<file path="config.mk">
export PLATFORM = sky130hd
export DESIGN_NAME = permuted_stride_address_generator_core_flat
export DESIGN_NICKNAME = d
export VERILOG_FILES = /design/src/hdl/psag_pkg.sv /design/src/hdl/psag_req_if.sv /design/src/hdl/psag_rsp_if.sv /design/src/hdl/psag_csr_if.sv /design/src/hdl/permuted_stride_address_generator_core.sv /design/src/hdl/psag_csr.sv /design/src/hdl/psag_walk.sv /design/src/flat_wrapper.sv
export VERILOG_INCLUDE_DIRS = /design/src /design/src/hdl
export SDC_FILE = /design/constraint.sdc
export NUM_CORES = 2
export LEC_CHECK = 0
export ABC_AREA = 1
export BUFFER_PORTS_ARGS = -buffer_cell sky130_fd_sc_hd__buf_2
export CAP_MARGIN = 20
export CORE_AREA = 5 5 356 358
export DETAILED_ROUTE_END_ITERATION = 12
export DIE_AREA = 0 0 361 363
export PLACE_DENSITY = 0.52
export SLEW_MARGIN = 20
export SYNTH_ARGS = -nofsm -noshare
export SYNTH_HDL_FRONTEND = slang
export SYNTH_SLANG_ARGS = --single-unit
</file>
<file path="constraint.sdc">
create_clock -name clock -period 8 [get_ports clock]
set_input_delay 1.2 -clock clock [delete_from_list [all_inputs] [get_ports clock]]
set_output_delay 1.2 -clock clock [all_outputs]
set_load 0.05 [all_outputs]
</file>
<file path="src/hdl/permuted_stride_address_generator_core_defines.svh">
// assertion macros shared by the address generator rtl
`ifndef PERMUTED_STRIDE_ADDRESS_GENERATOR_CORE_DEFINES_SVH
`define PERMUTED_STRIDE_ADDRESS_GENERATOR_CORE_DEFINES_SVH

// same-cycle implication, sampled on clock, off during reset
`define PSAG_ASSERT_SAME(lbl, ante, cons) \
   lbl: assert property (@(posedge clock) disable iff (reset) (ante) |-> (cons)) \
      else $error("psag assertion failed");

// next-cycle implication, sampled on clock, off during reset
`define PSAG_ASSERT_NEXT(lbl, ante, cons) \
   lbl: assert property (@(posedge clock) disable iff (reset) (ante) |=> (cons)) \
      else $error("psag assertion failed");

`endif

</file>
<file path="src/hdl/psag_pkg.sv">
// types, constants and helpers of the permuted stride address generator
package psag_pkg;

   localparam int MAX_RANK     = 4;
   localparam int ADDR_W       = 16;
   localparam int COUNT_W      = 16;
   localparam int EXT_W        = 16;
   localparam int STRIDE_W     = 16;
   localparam int PROD_W       = EXT_W + STRIDE_W;
   localparam int AXIS_SEL_W   = 2;
   localparam int NUM_SRC_AXES = 4;
   localparam int ORDER_W      = 8;
   localparam int RANK_REG_W   = 3;
   localparam int RANK_W       = $clog2(MAX_RANK + 1);
   localparam int CSR_IDX_W    = 3;
   localparam int CSR_DATA_W   = 64;

   // register indexes
   localparam logic [CSR_IDX_W-1:0] CSR_RANK    = 3'd0;
   localparam logic [CSR_IDX_W-1:0] CSR_ORDER   = 3'd1;
   localparam logic [CSR_IDX_W-1:0] CSR_EXTENTS = 3'd2;
   localparam logic [CSR_IDX_W-1:0] CSR_STRIDES = 3'd3;
   localparam logic [CSR_IDX_W-1:0] CSR_BASE    = 3'd4;

   // register reset values
   localparam logic [RANK_REG_W-1:0]             RANK_RESET    = 3'd1;
   localparam logic [ORDER_W-1:0]                ORDER_RESET   = 8'd228;
   localparam logic [NUM_SRC_AXES*EXT_W-1:0]     EXTENTS_RESET = 64'h0001_0001_0001_0001;
   localparam logic [NUM_SRC_AXES*STRIDE_W-1:0]  STRIDES_RESET = 64'h0;
   localparam logic [ADDR_W-1:0]                 BASE_RESET    = '0;

   typedef struct packed {
      logic [ADDR_W-1:0]  source_offset;
      logic [COUNT_W-1:0] dest_index;
      logic               last_element;
   } result_type;

   // per output axis settings, derived from the raw registers
   typedef struct packed {
      logic [MAX_RANK-1:0]                active;
      logic [MAX_RANK-1:0]                top;
      logic [ADDR_W-1:0]                  base;
      logic [MAX_RANK-1:0][EXT_W-1:0]     ext_m1;
      logic [MAX_RANK-1:0][ADDR_W-1:0]    stride;
      logic [MAX_RANK-1:0][ADDR_W-1:0]    wrap;
   } axis_cfg_type;

   // source axis of output axis i; axes past the order field read zero
   function automatic logic [AXIS_SEL_W-1:0] src_axis(input logic [ORDER_W-1:0] order,
                                                      input int i);
      logic [AXIS_SEL_W-1:0] sel;
      sel = '0;
      if ((AXIS_SEL_W * i + AXIS_SEL_W) <= ORDER_W)
         sel = order[AXIS_SEL_W*i +: AXIS_SEL_W];
      return sel;
   endfunction

endpackage

</file>
<file path="src/hdl/psag_req_if.sv">
// request channel: one word asks for the next element
interface psag_req_if ();
   logic valid;
   logic ready;
   logic restart;

   modport source (output valid, output restart, input ready);
   modport sink (input valid, input restart, output ready);
endinterface

</file>
<file path="src/hdl/psag_rsp_if.sv">
// response channel: one address word per request
interface psag_rsp_if import psag_pkg::*; ();
   logic               valid;
   logic               ready;
   logic [ADDR_W-1:0]  source_offset;
   logic [COUNT_W-1:0] dest_index;
   logic               last_element;

   modport source (output valid, output source_offset, output dest_index,
                   output last_element, input ready);
   modport sink (input valid, input source_offset, input dest_index,
                 input last_element, output ready);
endinterface

</file>
<file path="src/hdl/psag_csr_if.sv">
// register write channel
interface psag_csr_if import psag_pkg::*; ();
   logic                  valid;
   logic                  ready;
   logic [CSR_IDX_W-1:0]  index;
   logic [CSR_DATA_W-1:0] data;

   modport source (output valid, output index, output data, input ready);
   modport sink (input valid, input index, input data, output ready);
endinterface

</file>
<file path="src/hdl/permuted_stride_address_generator_core.sv">
// Permuted stride address generator, top level.
// Walks a tensor of up to four axes in the order of an axis-permuted copy.
// req channel: one word per element wanted; restart=1 begins again at element
//   zero and the base offset before this element is issued.
// rsp channel: source_offset, dest_index and last_element for each request.
// csr channel: register writes (rank, axis order, extents, strides, base);
//   always ready. Writes belong to idle periods and act on the next element.
// Latency: valid the cycle after acceptance unless an older response stalls.
// Throughput: one element per cycle while req.ready is high; the whole carry
//   over the four axis counters is combinational, state to output registers.
// The per-axis wrap amounts (extent-1)*stride come from a registered
//   multiplier stage, so req is held off while settle is set: in the cycle
//   after each csr write and in the cycle after reset.
// Stall: a two-word output buffer lets a request be taken while a response
//   waits; req.ready drops when both words are held or while settle is set.
// Reset: registers return to rank 1, identity order, unit extents, zero
//   strides and base; the walk starts at element zero.
`include "permuted_stride_address_generator_core_defines.svh"
module permuted_stride_address_generator_core import psag_pkg::*; (
   input  logic       clock,
   input  logic       reset,
   psag_req_if.sink   req,
   psag_rsp_if.source rsp,
   psag_csr_if.sink   csr
);

   axis_cfg_type cfg;
   logic         settle;
   result_type   result;
   logic         req_fire;
   logic         rsp_fire;
   logic         csr_fire;

   result_type   out_ff;
   result_type   out_in;
   logic         out_valid_ff;
   logic         out_valid_in;
   result_type   skid_ff;
   result_type   skid_in;
   logic         skid_valid_ff;
   logic         skid_valid_in;

   assign csr.ready = 1'b1;
   assign csr_fire  = csr.valid & csr.ready;
   assign req.ready = ~skid_valid_ff & ~settle;
   assign req_fire  = req.valid & req.ready;
   assign rsp_fire  = out_valid_ff & rsp.ready;

   psag_csr u_csr (
      .clock    (clock),
      .reset    (reset),
      .wr_en    (csr_fire),
      .wr_index (csr.index),
      .wr_data  (csr.data),
      .cfg      (cfg),
      .settle   (settle)
   );

   psag_walk u_walk (
      .clock   (clock),
      .reset   (reset),
      .step    (req_fire),
      .restart (req.restart),
      .cfg     (cfg),
      .result  (result)
   );

   always_comb begin
      out_in        = out_ff;
      out_valid_in  = out_valid_ff;
      skid_in       = skid_ff;
      skid_valid_in = skid_valid_ff;
      if (skid_valid_ff) begin
         if (rsp_fire) begin
            out_in        = skid_ff;
            skid_valid_in = 1'b0;
         end
      end else begin
         if (rsp_fire)
            out_valid_in = 1'b0;
         if (req_fire) begin
            if (!out_valid_ff || rsp_fire) begin
               out_in       = result;
               out_valid_in = 1'b1;
            end else begin
               // response still waiting: park the new word
               skid_in       = result;
               skid_valid_in = 1'b1;
            end
         end
      end
   end

   always_ff @(posedge clock) begin
      out_ff  <= out_in;
      skid_ff <= skid_in;
      if (reset) begin
         out_valid_ff  <= 1'b0;
         skid_valid_ff <= 1'b0;
      end else begin
         out_valid_ff  <= out_valid_in;
         skid_valid_ff <= skid_valid_in;
      end
   end

   assign rsp.valid         = out_valid_ff;
   assign rsp.source_offset = out_ff.source_offset;
   assign rsp.dest_index    = out_ff.dest_index;
   assign rsp.last_element  = out_ff.last_element;

   `PSAG_ASSERT_SAME(a_skid_behind_out, skid_valid_ff, out_valid_ff)
   `PSAG_ASSERT_NEXT(a_accept_gives_rsp, req_fire, out_valid_ff)
   `PSAG_ASSERT_NEXT(a_no_accept_after_csr, csr_fire, !(req.valid && req.ready))
   `PSAG_ASSERT_NEXT(a_restart_count_zero, req_fire && req.restart && !out_valid_ff,
                     rsp.dest_index == '0)

endmodule

</file>
<file path="src/hdl/psag_csr.sv">
// configuration registers and per-axis derived settings
module psag_csr import psag_pkg::*; (
   input  logic                  clock,
   input  logic                  reset,
   input  logic                  wr_en,
   input  logic [CSR_IDX_W-1:0]  wr_index,
   input  logic [CSR_DATA_W-1:0] wr_data,
   output axis_cfg_type          cfg,
   output logic                  settle
);

   logic [RANK_REG_W-1:0]            rank_ff;
   logic [ORDER_W-1:0]               order_ff;
   logic [NUM_SRC_AXES*EXT_W-1:0]    extents_ff;
   logic [NUM_SRC_AXES*STRIDE_W-1:0] strides_ff;
   logic [ADDR_W-1:0]                base_ff;
   logic                             settle_ff;
   axis_cfg_type                     cfg_ff;
   axis_cfg_type                     cfg_in;
   logic [RANK_W-1:0]                rank_eff;

   always_ff @(posedge clock) begin
      if (reset) begin
         rank_ff    <= RANK_RESET;
         order_ff   <= ORDER_RESET;
         extents_ff <= EXTENTS_RESET;
         strides_ff <= STRIDES_RESET;
         base_ff    <= BASE_RESET;
      end else if (wr_en) begin
         case (wr_index)
            CSR_RANK:    rank_ff    <= wr_data[RANK_REG_W-1:0];
            CSR_ORDER:   order_ff   <= wr_data[ORDER_W-1:0];
            CSR_EXTENTS: extents_ff <= wr_data[NUM_SRC_AXES*EXT_W-1:0];
            CSR_STRIDES: strides_ff <= wr_data[NUM_SRC_AXES*STRIDE_W-1:0];
            CSR_BASE:    base_ff    <= wr_data[ADDR_W-1:0];
            default: ;
         endcase
      end
   end

   always_comb begin
      logic [AXIS_SEL_W-1:0] src;
      logic [EXT_W-1:0]      ext;
      logic [EXT_W-1:0]      ext_m1;
      logic [STRIDE_W-1:0]   stride;
      logic [PROD_W-1:0]     prod;
      if (rank_ff == '0)
         rank_eff = RANK_W'(1);
      else if (int'(rank_ff) > MAX_RANK)
         rank_eff = RANK_W'(MAX_RANK);
      else
         rank_eff = RANK_W'(rank_ff);
      cfg_in.base = base_ff;
      for (int i = 0; i < MAX_RANK; i++) begin
         src    = src_axis(order_ff, i);
         ext    = extents_ff[int'(src)*EXT_W +: EXT_W];
         stride = strides_ff[int'(src)*STRIDE_W +: STRIDE_W];
         // zero extent counts as one
         ext_m1 = (ext == '0) ? '0 : ext - EXT_W'(1);
         prod   = PROD_W'(ext_m1) * PROD_W'(stride);
         cfg_in.active[i] = (i < int'(rank_eff));
         cfg_in.top[i]    = (i == int'(rank_eff) - 1);
         cfg_in.ext_m1[i] = ext_m1;
         cfg_in.stride[i] = ADDR_W'(stride);
         cfg_in.wrap[i]   = prod[ADDR_W-1:0];
      end
   end

   // derived settings are registered from the raw registers
   always_ff @(posedge clock) begin
      cfg_ff <= cfg_in;
      if (reset)
         settle_ff <= 1'b1;
      else
         settle_ff <= wr_en;
   end

   assign cfg    = cfg_ff;
   assign settle = settle_ff;

endmodule

</file>
<file path="src/hdl/psag_walk.sv">
// walk state: per-axis index counters, running offset and element count
module psag_walk import psag_pkg::*; (
   input  logic         clock,
   input  logic         reset,
   input  logic         step,
   input  logic         restart,
   input  axis_cfg_type cfg,
   output result_type   result
);

   logic [MAX_RANK-1:0][EXT_W-1:0] pos_ff;
   logic [MAX_RANK-1:0][EXT_W-1:0] pos_in;
   logic [ADDR_W-1:0]              offset_ff;
   logic [ADDR_W-1:0]              offset_in;
   logic [COUNT_W-1:0]             count_ff;
   logic [COUNT_W-1:0]             count_in;

   logic [MAX_RANK-1:0][EXT_W-1:0] pos_cur;
   logic [ADDR_W-1:0]              offset_cur;
   logic [COUNT_W-1:0]             count_cur;
   logic [MAX_RANK-1:0]            full;
   logic [MAX_RANK-1:0]            reach;
   logic [MAX_RANK-1:0]            wraps;
   logic                           last;

   always_comb begin
      logic [ADDR_W-1:0] acc;
      pos_cur    = restart ? '0 : pos_ff;
      offset_cur = restart ? cfg.base : offset_ff;
      count_cur  = restart ? '0 : count_ff;
      for (int i = 0; i < MAX_RANK; i++)
         full[i] = (pos_cur[i] >= cfg.ext_m1[i]);
      last = &(full | ~cfg.active);

      // step enters at the innermost active axis and carries outward
      acc = offset_cur;
      for (int i = MAX_RANK - 1; i >= 0; i--) begin
         reach[i] = cfg.top[i];
         if (i < MAX_RANK - 1)
            reach[i] = reach[i] | wraps[i+1];
         wraps[i] = reach[i] & full[i] & (i > 0);
         if (wraps[i]) begin
            acc       = acc - cfg.wrap[i];
            pos_in[i] = '0;
         end else if (reach[i]) begin
            acc       = acc + cfg.stride[i];
            pos_in[i] = pos_cur[i] + EXT_W'(1);
         end else begin
            pos_in[i] = pos_cur[i];
         end
      end
      offset_in = acc;
      count_in  = count_cur + COUNT_W'(1);

      // past the last element the walk starts over
      if (last) begin
         pos_in    = '0;
         offset_in = cfg.base;
         count_in  = '0;
      end
   end

   always_ff @(posedge clock) begin
      if (reset) begin
         pos_ff    <= '0;
         offset_ff <= '0;
         count_ff  <= '0;
      end else if (step) begin
         pos_ff    <= pos_in;
         offset_ff <= offset_in;
         count_ff  <= count_in;
      end
   end

   assign result.source_offset = offset_cur;
   assign result.dest_index    = count_cur;
   assign result.last_element  = last;

endmodule
</file>
<file path="src/flat_wrapper.sv">
// flat-port wrapper written by rule: the top's interface ports become plain ports
module permuted_stride_address_generator_core_flat import psag_pkg::*;
  (clock, reset, req_valid, req_restart, req_ready, rsp_valid, rsp_source_offset, rsp_dest_index, rsp_last_element, rsp_ready, csr_valid, csr_index, csr_data, csr_ready);
  psag_req_if req_i ();
  psag_rsp_if rsp_i ();
  psag_csr_if csr_i ();
  input  logic clock;
  input  logic reset;
  input wire logic [$bits(req_i.valid)-1:0] req_valid;
  input wire logic [$bits(req_i.restart)-1:0] req_restart;
  output wire logic [$bits(req_i.ready)-1:0] req_ready;
  output wire logic [$bits(rsp_i.valid)-1:0] rsp_valid;
  output wire logic [$bits(rsp_i.source_offset)-1:0] rsp_source_offset;
  output wire logic [$bits(rsp_i.dest_index)-1:0] rsp_dest_index;
  output wire logic [$bits(rsp_i.last_element)-1:0] rsp_last_element;
  input wire logic [$bits(rsp_i.ready)-1:0] rsp_ready;
  input wire logic [$bits(csr_i.valid)-1:0] csr_valid;
  input wire logic [$bits(csr_i.index)-1:0] csr_index;
  input wire logic [$bits(csr_i.data)-1:0] csr_data;
  output wire logic [$bits(csr_i.ready)-1:0] csr_ready;
  assign req_i.valid = req_valid;
  assign req_i.restart = req_restart;
  assign req_ready = req_i.ready;
  assign rsp_valid = rsp_i.valid;
  assign rsp_source_offset = rsp_i.source_offset;
  assign rsp_dest_index = rsp_i.dest_index;
  assign rsp_last_element = rsp_i.last_element;
  assign rsp_i.ready = rsp_ready;
  assign csr_i.valid = csr_valid;
  assign csr_i.index = csr_index;
  assign csr_i.data = csr_data;
  assign csr_ready = csr_i.ready;
  permuted_stride_address_generator_core u_core (.clock(clock), .reset(reset), .req(req_i), .rsp(rsp_i), .csr(csr_i));
endmodule
</file>
==> run_results.csv <==
group,metric,value,unit
status,status,"finished clean",
floorplanning,io-pin-count,109,
setup_path,cp.arrival,8100,ps
pwr,clkPwrFrac,35.0,%
logic_synthesis,netlist_top_cells_count,"1354 x nand2_1, 1038 x inv_1, 618 x a21oi_1",
global_routing,grt_pass1_vias,38605,
placed_design,dpl.hpwl,129000,um
detailed_routing,drtPass1Iterations,6,
pwr,ir_drop,0.148,mV
logic_synthesis,ys.flop_type,"dfxtp_1",
timing,hold_viol,0,
timing,timing.slew.headroom,18.0,%
clock_tree,cts_sinks,520,
global_routing,grt_pass1_wl,240000,um
finish,register_area,11100,um^2
timing,fmax,0.131,GHz
pwr,p_leak,24.1,nW
logic_synthesis,ys_seq_area_share,25.8,%
pwr,seqPwrFrac,32.2,%
placed_design,gp_congestion,0.946,
global_routing,grt_most_used_layer,"met2",
global_routing,use_met3,3.72,%
clock_tree,cts_buffers,67,
detailed_routing,drt_iter0_drc,3748,
clock_tree,clk_latency,660,ps
logic_synthesis,synthTopCellsByArea,"dfxtp_1 21%, nand2_1 12%, fa_1 12%",
logic_synthesis,yosys_warnings,0,
finish,multi_input_area,27100,um^2
flow_run,drv_cap,0,
logic_synthesis,syn_area,42900,um^2
hold_path,min_path_cells,0,
floorplanning,die_h,363,um
setup_path,path_max_fanout,20,
hold_path,min_path_type,"flop to flop",
detailed_routing,post_drt_wl_per_cell,19.6,um
floorplanning,dieArea,131000,um^2
logic_synthesis,synth-edff-count,66,
timing,slew_violations,0,
pwr,comb_power_share,32.8,%
clock_tree,clk_pin_slew,60,ps
timing,fin_setup_tns,0,ps
global_routing,grt_max_degree,80,
detailed_routing,antenna_left,0,
global_routing,globalRouteMet1Util,34.6,%
logic_synthesis,synth_cells,6055,
clock_tree,clockBufferDepth,3,
clock_tree,root_buffer,"clkbuf_16",
pwr,power,9.05,mW
floorplanning,num_rows,129,
setup_path,critPathKind,"flop to flop",
global_routing,gr-total-overflow,0,
setup_path,startpoint_type,"flop",
timing,final.min_clock_period,7610,ps
logic_synthesis,syn_area_per_cell,7.08,um^2
detailed_routing,num_vias,40977,
setup_path,critPathMaxStageDelay,550,ps
setup_path,cpMaxStageDelayCell,"fa_1",
logic_synthesis,yosysMostFrequentCell,"nand2_1",
logic_synthesis,synth.ff_latch_count,520,
timing,finClkSkew,42.4,ps
finish,fillers,12960,
timing,fin_hold_ws,349,ps
global_routing,grt_util_met2,36.0,%
setup_path,rrSetupSlack,390,ps
detailed_routing,vias_per_cell,4.99,
pwr,intPower,5.81,mW
global_routing,grtUsageTotal,23.9,%
detailed_routing,drc_errors,0,
floorplanning,start_util,34.9,%
placed_design,pre_cts_ws,-412,ps
logic_synthesis,yosys.area.top_type,"dfxtp_1",
setup_path,worstSetupEndpointType,"flop",
finish,syn2layout_area_growth,18.8,%
global_routing,antenna_found_initial,13,
finish,layout-drive-gt1-share,13.2,%
logic_synthesis,synth_top_area_share,21.2,%
setup_path,rr_worst_depth,35,
detailed_routing,drt-total-wl,161000,um
floorplanning,core_area,123000,um^2
clock_tree,htree_levels,3,
timing,worst_slew_pin_slew,1220,ps
pwr,switching_share,35.9,%
timing,fin_crit_sh,95.1,%
logic_synthesis,synth_cell_types,64,
clock_tree,cts_hold_repair.buffers,0,
clock_tree,cts_tree,"built",
floorplanning,die_x,361,um
timing,worst_slack,389,ps
pwr,p_sw,3.24,mW
timing,setup_viol,0,
finish,nets,7163,
pwr,power_density,178,nW/um^2
logic_synthesis,synthArstFlopShare,0,%
setup_path,cp.required,8490,ps
placed_design,port_buffers,107,
## path summary, 6_finish.rpt
check	from	end
setup / recovery	u_core.u_csr.order_ff[5]$_SDFFE_PP1P_	u_core.u_csr.cfg[47]$_DFF_P_
hold / removal	u_core.u_csr.base_ff[3]$_SDFFE_PP0P_	u_core.u_csr.cfg[195]$_DFF_P_
setup reg to reg	u_core.u_csr.order_ff[5]$_SDFFE_PP1P_	u_core.u_csr.cfg[47]$_DFF_P_
hold reg to reg	u_core.u_csr.base_ff[3]$_SDFFE_PP0P_	u_core.u_csr.cfg[195]$_DFF_P_
## per-layer routing
| metal | part of all wire (%) | vias up |
|---|---|---|
| met5 | 0.025 | - |
| met4 | 4.0 | 6 |
| met3 | 7.6 | 233 |
| met2 | 42 | 1459 |
| met1 | 47 | 19167 |
| li1 | - | 20112 |
## placed cells by master, fill, tap and decap left out, types with 74 or more instances in the layout
master      n
xor2_1    142
o21ai_0   345
xnor2_1    74
dfxtp_1   450
ha_1      325
buf_4     480
fa_1      245
buf_2     106
nor2_1    527
nand3_1   202
inv_1    1033
nand2_1  1350
a21oi_1   610
## sequential cells by signal (all words and copies together), names as in the netlist, 33 cells and up
name and count:
u_core.skid_ff 33, u_core.u_walk.pos_ff 64, u_core.u_csr.cfg 200, u_core.u_csr.extents_ff 64, u_core.u_csr.strides_ff 64
## power by group through the flow
stage	sequential, mW	clock, mW	combinational, mW
2_1_floorplan	2.92	0	1.65
3_3_place_gp	2.96	0	2.87
3_5_place_dp	2.96	0	2.87
4_1_cts	2.91	3.23	2.89
5_1_grt	2.93	3.34	3.26
6_report	2.91	3.16	2.97
## kinds of logic (layout without fill, tap and decap cells)
kind of cell    count (synthesis)  in the layout  share of synthesized area [%]
simple gates                 2276           2276                           21.8
fa+ha+maj                     576            576                           21.1
compound gates               1172           1172                           15.0
buf+inv                      1290           1803                           11.7
xor+xnor                      220            220                           4.54
other cells                     1              4                        0.00875
flops                         520            520                           25.8
## final cells by class
| cell class | instances | area share [%] |
|---|---|---|
| Inverter | 1079 | 7.97 |
| Multi-Input combinational cell | 4246 | 53.1 |
| Clock inverter | 35 | 0.830 |
| Sequential cell | 520 | 21.7 |
| Tap cell | 1637 | 4.02 |
| Timing Repair Buffer | 600 | 8.62 |
| Antenna cell | 2 | 0.00983 |
| Clock buffer | 89 | 3.65 |
## worst max-delay path: cells and delay by family, from the launching register on
kind / cells / cell delay (ps)
adder cells (fa/ha/maj): 7 / 3380
AND/OR/NAND/NOR: 11 / 1730
AO/OA/AOI/OAI: 5 / 720
buffers and inverters: 9 / 660
XOR/XNOR: 3 / 590
flip-flops: 1 / 380
## metrics by stage
stage | std cells | utilization (%) | instance area, um^2
final | 8208 | 41.4 | 50900
after global routing | 8206 | 41.4 | 50900
after CTS | 8200 | 41.2 | 50600
after detailed placement | 8076 | 39.3 | 48300
after global placement | 8075 | 39.3 | 48300
after floorplan | 6056 | - | 42900
## repair_timing
item | 4_1_cts | 5_1_grt
gates resized for setup | 0 | 67
setup endpoints to repair | 0 | 9
setup buffers | 0 | 6
hold endpoints to repair | 0 | 0
No activity file was read; power rests on OpenSTA's default activity.
